`src/design/tcc_pkg.sv`:
```
// ----------------------------------------------------------------------------
// tcc_pkg
// Shared types and constants for the text console with cursor and scroll.
// ----------------------------------------------------------------------------
package tcc_pkg;

  localparam int SCREEN_WIDTH  = 80;
  localparam int SCREEN_HEIGHT = 25;
  localparam int CELL_COUNT    = SCREEN_WIDTH * SCREEN_HEIGHT;
  localparam int COPY_COUNT    = CELL_COUNT - SCREEN_WIDTH;

  localparam int KIND_W = 2;
  localparam int CHAR_W = 8;
  localparam int ATTR_W = 8;
  localparam int ROW_W  = 5;
  localparam int COL_W  = 7;
  localparam int IDX_W  = 11;
  localparam int CELL_W = 16;

  localparam logic [CHAR_W-1:0] CH_NEWLINE   = 8'd10;
  localparam logic [CHAR_W-1:0] CH_RETURN    = 8'd13;
  localparam logic [CHAR_W-1:0] CH_BACKSPACE = 8'd8;
  localparam logic [CHAR_W-1:0] CH_SPACE     = 8'd32;

  localparam logic [ATTR_W-1:0] ATTR_RESET = 8'd15;

  typedef enum logic [KIND_W-1:0] {
    KIND_WRITE = 2'd0,
    KIND_CLEAR = 2'd1,
    KIND_READ  = 2'd2,
    KIND_NONE  = 2'd3
  } tcc_kind_t;

  typedef struct packed {
    logic load_item;
    logic exec;
    logic scroll_step;
    logic fill_step;
    logic load_out;
  } tcc_cmd_t;

  typedef struct packed {
    tcc_kind_t kind;
    logic      need_scroll;
    logic      scroll_done;
    logic      fill_done;
  } tcc_status_t;

endpackage

```
`src/design/tcc_ctrl.sv`:
```
// ----------------------------------------------------------------------------
// tcc_ctrl
// Sequencer: takes a transaction, runs its write, read, scroll or clear
// phase on the datapath, then hands the result to the output register.
// ----------------------------------------------------------------------------
module tcc_ctrl (
  input  logic                 clk,
  input  logic                 rst_n,
  input  logic                 in_valid,
  output logic                 in_ready,
  output logic                 out_valid,
  input  logic                 out_ready,
  output tcc_pkg::tcc_cmd_t    cmd,
  input  tcc_pkg::tcc_status_t stat
);
  import tcc_pkg::*;

  typedef enum logic [2:0] {
    S_IDLE,
    S_EXEC,
    S_READ,
    S_SCROLL,
    S_FILL,
    S_DONE
  } state_t;

  state_t state_r;
  state_t state_nxt;
  logic   out_valid_r;
  logic   out_free;

  assign out_free  = !out_valid_r || out_ready;
  assign in_ready  = (state_r == S_IDLE);
  assign out_valid = out_valid_r;

  always_comb begin
    cmd         = '0;
    state_nxt   = state_r;
    case (state_r)
      S_IDLE: begin
        if (in_valid) begin
          cmd.load_item = 1'b1;
          state_nxt     = S_EXEC;
        end
      end
      S_EXEC: begin
        cmd.exec = 1'b1;
        case (stat.kind)
          KIND_WRITE: state_nxt = stat.need_scroll ? S_SCROLL : S_DONE;
          KIND_CLEAR: state_nxt = S_FILL;
          KIND_READ:  state_nxt = S_READ;
          default:    state_nxt = S_DONE;
        endcase
      end
      S_READ: begin
        state_nxt = S_DONE;
      end
      S_SCROLL: begin
        cmd.scroll_step = 1'b1;
        if (stat.scroll_done) begin
          state_nxt = S_DONE;
        end
      end
      S_FILL: begin
        cmd.fill_step = 1'b1;
        if (stat.fill_done) begin
          state_nxt = S_DONE;
        end
      end
      S_DONE: begin
        if (out_free) begin
          cmd.load_out = 1'b1;
          state_nxt    = S_IDLE;
        end
      end
      default: begin
        state_nxt = S_IDLE;
      end
    endcase
  end

  always_ff @(posedge clk) begin
    if (!rst_n) begin
      state_r     <= S_IDLE;
      out_valid_r <= 1'b0;
    end else begin
      state_r <= state_nxt;
      if (cmd.load_out) begin
        out_valid_r <= 1'b1;
      end else if (out_ready) begin
        out_valid_r <= 1'b0;
      end
    end
  end

endmodule

```
`config.mk`:
```
export PLATFORM = sky130hd
export DESIGN_NAME = tcc_ctrl
export DESIGN_NICKNAME = d
export VERILOG_FILES = /design/src/design/tcc_pkg.sv /design/src/design/tcc_ctrl.sv
export SDC_FILE = /design/constraint.sdc
export NUM_CORES = 1
export LEC_CHECK = 0
export ABC_AREA = 1
export BUFFER_PORTS_ARGS = -buffer_cell sky130_fd_sc_hd__buf_4
export CORE_AREA = 3 3 40 42
export CTS_CLUSTER_SIZE = 40
export DETAILED_ROUTE_END_ITERATION = 10
export DIE_AREA = 0 0 43 45
export SLEW_MARGIN = 20
export SYNTH_ARGS = -nofsm -noshare
export SYNTH_HDL_FRONTEND = slang
export SYNTH_SLANG_ARGS = --single-unit
```
`constraint.sdc`:
```
create_clock -name clk -period 3 [get_ports clk]
set_clock_uncertainty 0.1 [all_clocks]
set_input_delay 0.6 -clock clk [delete_from_list [all_inputs] [get_ports clk]]
set_output_delay 0.6 -clock clk [all_outputs]
set_load 0.05 [all_outputs]
```
### After elaboration in Yosys (flattened, before gate mapping)

Cells that the tools add are included.

* equality and inequality tests: 11
* multiplexer cells: 16
* reductions and logical operators: 6

Operators by type and width (number)
* one-hot mux 3 bit (6 select lines): 1
* 2-to-1 mux 3 bit: 5
* 2-to-1 mux 1 bit: 9
* one-hot mux 3 bit (3 select lines): 1
* != test 2 bit (second input constant): 4
* equality test 3 x 2 -> 1 bit (second input constant): 2
* equality test 3 bit (second input constant): 2
* AND reduction 4 bit: 1
* equality test 3 x 1 -> 1 bit (second input constant): 1
* logical NOT 3 bit: 1
* equality test 2 x 1 -> 1 bit (second input constant): 1
* equality test 2 bit (second input constant): 1
* logical NOT 2 bit: 1
* nonzero test 2 bit: 1
* logical NOT 1 bit: 1
* logical OR 1 bit: 1

* bits in registers: 4
* bits of input ports: 9
* output and inout bits: 7

### Depth between registers and ports, before layout

Gate-level depths: netlist of run 1.

* depth after elaboration: 5
* gate-level depth with buffers: 8
* depth with buffers taken out: 8

### Worst setup path before layout of run 1

Ideal clock, no wire load.

* kind: in2out
* from: input port in_valid
* to: output port cmd[4] (netlist name)
* arrival time: 1709 ps
* required time: 2300 ps
* setup slack: 591 ps
* cell stages on the path: 2
* buffers on the path: 0
* cell sequence: inv_1 > nor3_1

RTL lines
* start: declaration: line tcc_ctrl.sv:9 `input logic in_valid,`
* end: declaration: line tcc_ctrl.sv:13 `output tcc_pkg::tcc_cmd_t cmd,`

==> run summary, run 1 <==
The run gives 0.2370 as the portion of the post-synthesis area used by sequential elements. TritonCTS built the clock tree. The tools report the peak supply drop as 176.6 uV. The tools report the net count after synthesis as 67.

The flow ran to the end, and the final reports show no timing, DRC or antenna violations. The final critical delay including setup and external delays works out to 2022 ps. Yosys printed 0 warnings.

The number of buffers inserted to repair setup after CTS is 0, and the synthesis-to-finish area growth is 45.56%. The logs give 1 for the initial detailed-routing violation count and 0.0001350 W for the net switching power of the design. The tools report the element type at the critical path start as a flip-flop. The synthesized design contains 0 enable-type register cells. The run gives 0.0001540 W as the internal power. Counting every sink on the clock net gives 4. The switching portion of total power was 0.4671. By area the synthesized netlist is led by dfxtp_1, nand2_1, inv_1, nor2_1, ha_1. Clock tree root buffer cell: clkbuf_4. After clock tree synthesis, the clock-pin slew on the worst setup and hold paths is 40 ps. The clock power share is 0.230.

The count of input and output buffers works out to 15. Number of nets in the layout: 87. For this design the static power due to leakage is 0.2723 nW. The maximum net fanout on the critical path came out at 7. The tools report the combinational group share of total power as 0.519. Once layout is done, the placed cells without fillers occupy 491.7 um2. Counting along the longest clock path gives a buffer depth of 2. The placed wire-length estimate is 689.9 um. The synthesized netlist occupies a cell area of 337.8 um2. The floorplan step defined a core boundary enclosing 1285 um2.

The part of the cycle the worst path needs is 0.6740, and the number of nets with antenna violations after detailed routing is 0. The detailed router placed 392 vias in this run. Max-cap violations in this run came to 0. The logs give 0 for the count of unresolved DRC violations after routing and 1935 um2 for the die area. The number of gates resized after CTS was 0. The via count normalized by instance count is 4.404.

The run gives 0.2629 as the initial core utilization. For the final-report hold violation count, the log shows 0. The run gives 494.6 MHz as the fmax. The number of cells on the worst hold path was 2; the leftover overflow at the end of global routing was 0. The library cell with the highest instance count after synthesis is nand2_1.

During I/O placement, the number of pins put on the boundary was 16. The worst-case headroom to the max-slew limit was 0.8201; the async set or reset register ratio after synthesis was 0. The tools report the global-route usage over all layers as 0.09817.

The area share of the leading cell type in the synthesized netlist came out at 0.2370. The floorplan has 13 rows. The class of the tightest hold or removal check is flip-flop to flip-flop. Data required time at the worst endpoint: 2300 ps.

The nature of the critical path endpoint was an output port. In the synthesized netlist the dominant register cell turns out to be dfxtp_1. Before antenna repair, the detailed router went through 2 iterations. The tools report the total wire length as 802 um.

The signal on the critical path passes through inv_4 > nor4_2 > buf_4. The via count of the first global-routing pass came out at 366. Post-route worst setup slack: 978.1 ps. The hold buffer count at cts is 0. Prior to clock tree synthesis, the placed netlist has a worst setup slack of 1119 ps.

The worst-skew pair later-pin latency is 240 ps. From bottom edge to top edge, the die measures 45 um. The number of register bits inferred by synthesis works out to 4. The number of antenna diodes in the final layout is 0. Setup repair after global routing left no endpoint under its margin. The mean routed wirelength per cell is 9.011 um, and the number of max-slew violations in the final report is 0.

The worst reg-to-reg path cell count was 7; the largest net degree at the start of global routing was 8. The data arrival time of the critical path is 1320 ps, and the fraction of layout cells with a size suffix above 1 is 0.3378. Once placement finished, the instance area stood at 469.2 um2. Setup violations remaining at the end of the flow were counted as 0. For the pin with the worst max-slew slack, the measured transition is 269.5 ps. The number of buffers created by CTS came out at 3.

The worst setup path is of the flip-flop to output port kind. Synthesis produced 56 cells. The accumulated negative setup slack was 0 ps; the register share of total power was 0.250. On the critical path, the stage with the largest delay is an instance of dfxtp_1. The number of antenna violations at the first check in global routing was 0; the wire length of the first global-routing pass was 1435 um. Counting tap cells, the placed design contains a total of 86 instances.

Filler-free cell count of the finished design: 89. In the synthesized netlist, the cells that appear most often are nand2_1, inv_1, nor2_1, nand3_1, dfxtp_1. At the end of routability-driven placement, the weighted congestion stood at 0.7234. Delay of the slowest cell on the worst path: 460 ps. For this design the ratio of total power to cell area is 587.7 nW/um2. The count of H-tree levels built during CTS came out at 1. The width of the chip came out at 43 um. The number of library cell types mapped by synthesis is 18, and the mean post-synth cell area is 6.033 um2. dfxtp_1 takes more of the synthesized area than any other cell.
## power by group through the flow
| stage | logic, W | registers (W) | clock network, W |
|---|---|---|---|
| finish | 0.000150 | 0.0000723 | 0.0000666 |
| CTS | 0.000151 | 0.0000725 | 0.0000688 |
| floorplan | 0.000107 | 0.0000732 | 0 |
| detailed placement | 0.000151 | 0.0000731 | 0 |
| global route | 0.000164 | 0.0000740 | 0.0000729 |
| global placement | 0.000150 | 0.0000731 | 0 |
## worst max-delay path: cells and delay by family (launching register included)
kind                   cells  cell delay [ps]
flip-flops                 1              460
buffers and inverters      2              350
AND/OR/NAND/NOR            1              270
## layer usage
layer | global-route usage | vias to the layer above | part of all wire
met5 | 0 | - | 0
met4 | 0.03614 | 0 | 0
met3 | 0.03984 | 0 | 0.089
met2 | 0.1737 | 11 | 0.52
met1 | 0.1058 | 172 | 0.39
li1 | - | 209 | -
## per-stage QoR
| step | power (W) | hold slack, ps | util |
|---|---|---|---|
| 2_1_floorplan | 0.0001801 | 442.0 | - |
| 3_3_place_gp | 0.0002230 | 502.8 | 0.3651 |
| 3_5_place_dp | 0.0002239 | 503.2 | 0.3651 |
| 4_1_cts | 0.0002926 | 504.5 | 0.3827 |
| 5_1_grt | 0.0003110 | 517.9 | 0.3827 |
| 6_report | 0.0002890 | 497.8 | 0.3827 |
## flip-flops by register name (all words and copies together) (netlist names)
name       count
state_r        3
out_valid      1
## final timing paths
| kind | start | to | slack (ps) |
|---|---|---|---|
| worst max-delay path | state_r[2] | cmd[0] | 980 |
| worst min-delay path | state_r[0] | state_r[1] | 500 |
| worst max register to register | state_r[2] | state_r[0] | 1790 |
| worst min register to register | state_r[0] | state_r[1] | 500 |
## kinds of logic after synthesis
| logic type | count (synthesis) | synth area share |
|---|---|---|
| compound gates | 5 | 0.09259 |
| buf+inv | 13 | 0.1519 |
| simple gates | 32 | 0.4445 |
| flops | 4 | 0.2370 |
| fa+ha+maj | 2 | 0.07406 |
## area by class of cell
class	instances	area, um2
Fill cell	149	793.3
Multi-Input combinational cell	39	206.4
Inverter	13	51.30
Sequential cell	4	80.08
Timing Repair Buffer	15	112.6
Tap cell	15	18.77
Clock buffer	3	22.52
## layout by cell type, fill, tap and decap left out, drive strengths merged
cell type,Yosys,final
a21oi,2,2
buf,0,15
clkbuf,0,3
dfxtp,4,4
ha,2,2
inv,13,13
nand2,14,14
nand3,5,5
nand3b,1,1
nand4,1,1
nor2,9,9
nor3,1,1
nor4,1,1
o21a,1,1
o21ai,2,2
(Power assumes the default switching activity.)
==> run 2: changes to the inputs <==
- ABC_AREA: 1 -> 0
- clock period: 3 -> 2.03 ns (I/O delays scaled with it)
==> run 2 against run 1 <==
Non-clock buffer count stayed put; count of clock-buffer cells in the layout stayed put; wire length is 7.9% lower; largest cell class unchanged.
==> run summary, run 2 <==
Register name with the most flops: state_r. Compared with the post-synthesis result, the final layout area differs by 46.91%. STA classifies the critical path endpoint as an output port. The via count of the first global-routing pass came out at 303. The critical path class is flip-flop to output port. The run gives 0 as the number of antenna violations at the first check in global routing. The global-route usage over all layers is 0.08826. For this run, the number of Yosys warnings is 0. The logs give 0 for the count of unresolved DRC violations after routing and 321 for the total vias in the final route.

The logs give 0 for the number of buffers inserted to repair setup after CTS and 1248 um for the wire length of the first global-routing pass. The final-report hold violation count came out at 0. On the worst path, the slowest cell contributes a delay of 530 ps. For the post-cts gate resize count, the log shows 0. For the pin with the worst max-slew slack, the measured transition is 365.2 ps. Setup repair after global routing left no endpoint under its margin. The via count normalized by instance count was 4.721; the fmax was 573.7 MHz. The total wire length was 739 um; the detailed-routing iteration count for the pre-antenna-repair pass was 4. After layout, the design draws a total of 0.0003299 W.

The flow ran to the end, and the final reports show no timing, DRC or antenna violations. The final core area utilization is 0.3476. The number of nets in the synthesized netlist is 48. In the post-synthesis netlist, the cell with the most instances is dfxtp_1. The run gives 16 as the top-level port count. The library cell used most frequently in the layout, excluding fill and tap cells, is buf_4. No sink is reached through more buffers than the 2 on the longest clock path.

The cell taking the most area after synthesis was dfxtp_1. The area fraction in and, or, nand and nor cells after synthesis is 0.4074. In the post-route analysis, the smallest setup slack over all paths is 287.0 ps. In the layout the commonest cells are buf_4, dfxtp_1.

The logs give 0.7502 for the worst-case headroom to the max-slew limit and 304.0 um2 for the cell area after synthesis. The post-synthesis adder-cell area fraction is 0.08230, and the peak supply drop is 467.4 uV. The fraction of layout cells with a size suffix above 1 is 0.3774, and the number of standard-cell rows in the floorplan is 13.

The most used flip-flop cell after synthesis is dfxtp_1. TritonCTS built the clock tree. The run gives 524.8 um as the placed wire-length estimate. The register with the most flip-flops in the layout has 3 of them.

Along the worst hold path, the cell count comes to 2. For the worst setup path, the data required time is 1520 ps. Number of library cell types mapped by synthesis: 22. The tools report the clock tree root buffer cell as clkbuf_4. The part of the cycle the worst path needs came out at 0.8586.

The tools report the initial detailed-routing violation count as 14. The placer congestion estimate is 0.6600. By area the synthesized netlist is led by dfxtp_1, ha_1, nor3b_1, nor2b_1, nand3b_1. Number of nets in the layout: 66.

STA classifies the critical path startpoint as a flip-flop. The final critical delay including setup and external delays is 1743 ps. After synthesis, the most frequently instantiated cells are dfxtp_1, nand2_1, nor2_1, nor2b_1, nor3b_1. After global routing the overflow that remains totals 0.

Buffers placed on the I/O ports in this run total 15. The total core area was 1285 um2. After clock tree synthesis, the clock-pin slew on the worst setup and hold paths is 40 ps.

The portion of the post-synthesis area used by sequential elements was 0.2634; the number of flops mapped to enable cells by yosys was 0. The number of max-slew violations in the final report was 0. In the final routed layout, each cell accounts on average for 10.87 um.

The tools report the count of H-tree levels built during CTS as 1. The initial core utilization is 0.2366, and the width of the chip is 43 um. Hold repair after CTS inserted 0 buffers. The die is 45 um tall.

The logs give 506.9 ps for the worst slack at placement and 0 for the count of final setup violators. The async set or reset register ratio after synthesis was 0. The multiplexer share of the synthesized area came out at 0. The area share of the leading cell type in the synthesized netlist came out at 0.2634. CTS saw 4 sinks. The critical path goes through nand3b_1 > nor2_1 > buf_4.

The slowest stage of the critical path belongs to the cell dfxtp_1. Along the worst path, the maximum fanout reaches 11. Summed over all cells, the static leakage comes to 0.1987 nW.

After synthesis, the mean cell area works out to 8.217 um2. The run gives 12 as the largest net degree at the start of global routing. The min-delay analysis places its worst path in the category primary input to flip-flop. In this run the remaining antenna-violating nets after routing total 0.

The synthesized-area fraction occupied by xor and xnor cells works out to 0. In the final timing run, aggregate negative setup slack is 0 ps. Counting every instance in the synthesized netlist gives 37. The repair_antennas step left the layout with diodes totalling 0. The number of buffers created by CTS came out at 3.

In this run the power density over the cells is 738.6 nW/um2. The post-synthesis compound-gate area fraction works out to 0.1687. By area, the combinational part of the netlist is dominated by simple AND/OR/NAND/NOR gates.

Data on the critical path arrives at its endpoint at 1240 ps. The reported max-cap violation count was 0; the worst reg-to-reg path cell count was 3. The number of register bits inferred by synthesis was 4; the die area was 1935 um2. The run gives 240 ps as the worst-skew pair later-pin latency.
[run 2: changes by cell type in the layout (fill, tap and decap cells not counted), sizes merged, moves of 2 or more]
| cell | before | now |
|---|---|---|
| inv | 13 | 2 |
| a21oi | 2 | 0 |
| nand3 | 5 | 0 |
| nor2b | 0 | 3 |
| nor2 | 9 | 3 |
| nor3b | 0 | 3 |
| nand2 | 14 | 3 |
[run 2: area by class of cell]
type / count / area (um2)
multi-input combinational: 29 / 205.2
fill: 144 / 838.3
clock buffer: 3 / 22.52
timing repair buffer: 15 / 112.6
tap: 15 / 18.77
sequential: 4 / 80.08
inverter: 2 / 7.507
[run 2: through the flow]
stage	cell area, um2	hold slack [ps]	instances
4_1_cts	446.7	333.0	68
6_report	446.7	333.1	68
2_1_floorplan	309.0	459.8	37
3_3_place_gp	424.2	383.4	65
3_5_place_dp	424.2	384.5	65
5_1_grt	446.7	333.1	68
[run 2: metal layers]
metal | vias to the layer above | share of wire | track usage
met5 | - | 0 | 0
met4 | 0 | 0 | 0
met3 | 0 | 0.13 | 0.07570
met2 | 18 | 0.40 | 0.1257
met1 | 136 | 0.48 | 0.1084
li1 | 167 | - | -
[run 2: critical path, delay by kind of cell, from the launching register on]
family / cells / cell delay [ps]
DFF: 1 / 530
and+or+nand+nor: 2 / 260
buffers and inverters: 1 / 200
[run 2: logic make-up after synthesis]
group,Yosys count
AOI/OAI and AO/OA,6
adders and majority gates,2
buffers and inverters,4
DFF,4
and+or+nand+nor,21
[run 2: power breakdown]
| group | total, W | switching, W | internal [W] | leakage (nW) |
|---|---|---|---|---|
| clock | 0.000105 | 0.0000387 | 0.0000666 | 0.0138 |
| combinational | 0.000125 | 0.0000759 | 0.0000491 | 0.152 |
| sequential | 0.0000997 | 0.0000142 | 0.0000855 | 0.0327 |
| total | 0.000330 | 0.000129 | 0.000201 | 0.199 |
[run 2: worst paths after layout]
path,from,endpoint,slack [ps]
worst min-delay path,rst_n,state_r[1],330
worst min register to register,out_valid,out_valid,390
worst max register to register,state_r[2],state_r[0],720
worst max-delay path,state_r[2],cmd[0],290
==> run 3: changes to the inputs <==
- BUFFER_PORTS_ARGS: -buffer_cell sky130_fd_sc_hd__buf_4 -> -buffer_cell sky130_fd_sc_hd__buf_2
==> run 3 against run 2 <==
First-iteration DRC count down 64%; non-clock buffer count unchanged; largest cell class unchanged; critical endpoint is now cmd[3]; count of clock-buffer cells in the layout did not move.
==> run summary, run 3 (same netlist as run 2, synthesis figures left out) <==
Power spread over the standard cell area amounts to 762.1 nW/um2. The count of unresolved DRC violations after routing is 0, and the worst reg-to-reg path cell count is 3. The signal on the critical path passes through nor3b_1 > buf_2. Part of the cycle the worst path needs: 0.8752. The logs give 0 for the number of max-slew violations in the final report and 0 ps for the accumulated negative setup slack. The logs give 1 for the count of H-tree levels built during CTS and 0.08424 for the global-route usage over all layers. The run finished with clean final reports.

For the largest net degree at the start of global routing, the log shows 12. The tools report the detailed-routing iteration count for the pre-antenna-repair pass as 4. The wire length of the first global-routing pass was 1186 um; the number of cells on the worst hold path was 2. Of all nets on the critical path, the largest fanout is 8. The clock sink count is 4. The most common library cell in the layout ignoring fill and taps was buf_2. The count of final setup violators was 0; the via count normalized by instance count was 4.471. Worst-skew pair later-pin latency: 240 ps. The startpoint identified for the worst register-to-register timing path is state_r[2]. Number of buffers inserted to repair setup after CTS: 0. After detailed routing, the average wire length per cell comes to 10.10 um.

The worst-case headroom to the max-slew limit is 0.7542, and the height of the die is 45 um. In this run the most critical hold path is launched from rst_n. For the reported max-cap violation count, the log shows 0.

The congestion estimate from routability-driven global placement came to 0.6842. The die is 43 um wide. The run gives 1520 ps as the data required time at the worst endpoint. The tools report the startpoint of the worst setup timing path as state_r[0]. Registers take 80.08 um2.

The tools report the number of buffers created by CTS as 3. The tools report the initial core utilization as 0.2366. The analysis attributes to cell leakage a power of 0.1901 nW. The post-route worst setup slack is 253.4 ps.

Worst flop-to-flop path endpoint: state_r[0]. The tools report the final core area utilization as 0.3184. For the total vias in the final route, the log shows 304. Setup repair after global routing left no endpoint under its margin.

Wires add up to 687 um. The detail route stage leaves a number of antenna-violating nets equal to 0. In this run the clock root is driven by a clkbuf_4. The number of antenna violations at the first check in global routing was 0. Leaving out fill and tap cells, the most frequent cells in the layout are buf_2, dfxtp_1. Fraction of layout cells with a size suffix above 1: 0.3774.

Slew at the pin closest to its max-slew limit: 359.4 ps. Nature of the critical path endpoint: an output port. The multi-input combinational cell area came out at 205.2 um2. STA classifies the critical path startpoint as a flip-flop. The largest individual stage delay along the critical path comes from the cell dfxtp_1.

For the number of standard-cell rows in the floorplan, the log shows 13. The tools report the post-cts gate resize count as 0. After layout, the design draws a total of 0.0003118 W.

In this run the register-to-register setup slack is 720 ps. After floorplanning, the core was sized to cover 1285 um2. After filler insertion, the fill cell instance count of the layout stands at 148. The final-report hold violation count is 0. Across the VDD grid, the largest voltage drop is 250.5 uV.

The critical path class is flip-flop to output port. The clock transition at the registers of the reported paths is 40 ps. Class of the tightest hold or removal check: primary input to flip-flop. The worst slack at placement is 490.4 ps. For the number of nets in the layout, the log shows 66. The longest clock path from root to sink contains 2 buffers.

The register with the most flip-flops in the layout has 3 of them. For the finished layout, the period the worst path requires is 1777 ps. The delay of the slowest cell on the worst path was 450 ps; the count of input and output buffers was 15. For this block, the initial DRC count from the detailed router was 5. Worst hold endpoint: state_r[1].

Detailed placement ended at an HPWL of 534.8 um. The tools report the hold buffer count at cts as 0. The run gives 1935 um2 as the die area. Synthesis-to-finish area growth: 34.57%. The antenna cell count was 0.

Once placement finished, the instance area stood at 386.6 um2. For this run the aggregate overflow at the end of global routing stands at 0. More flip-flops sit in one register than any other, and that register is state_r. TritonCTS built the clock tree.

The data arrival time of the critical path was 1270 ps. The tools report the fmax as 562.9 MHz. The finished cells cover 409.1 um2. The via count of the first global-routing pass came out at 282. 16 I/O pins were placed.
[run 3: changes by cell type in the layout (fill, tap and decap cells not counted)]
cell | previous run | this run
buf_4 | 15 | 0
buf_2 | 0 | 15
[run 3: metal layers]
metal | wire length, um | global-route usage | up-vias
met5 | 0 | 0 | -
met4 | 0 | 0.01807 | 0
met3 | 93 | 0.06375 | 0
met2 | 255 | 0.1108 | 16
met1 | 338 | 0.1090 | 122
li1 | - | - | 166
[run 3: worst max path at each step]
stage	endpoint	slack, ps
after global placement	state_r[2]	490
after CTS	cmd[3]	230
after detailed placement	cmd[3]	490
after global routing	cmd[3]	120
final	cmd[3]	250
after floorplan	cmd[1]	-130
[run 3: layout make-up]
type | instances | share of cell area
clock buffers | 3 | 0.05505
well taps | 15 | 0.04587
repair buffers | 15 | 0.1835
inverters | 2 | 0.01835
multi-input cells | 29 | 0.5015
flip-flops and latches | 4 | 0.1957
[run 3: report_power, final]
| part | internal (W) | switching (W) |
|---|---|---|
| Sequential | 0.0000855 | 0.0000137 |
| Clock | 0.0000663 | 0.0000346 |
| Combinational | 0.0000366 | 0.0000751 |
| Total | 0.000188 | 0.000123 |
[run 3: critical path: cells and delay by family, from the launching register on]
family	cells	cell delay, ps
and+or+nand+nor	1	280
buffers and inverters	1	310
DFF	1	450
[run 3: stage by stage]
step	std cells	hold WS, ps
6_report	68	354.9
5_1_grt	68	355.4
4_1_cts	68	348.1
3_5_place_dp	65	380.7
3_3_place_gp	65	377.4
2_1_floorplan	37	459.8
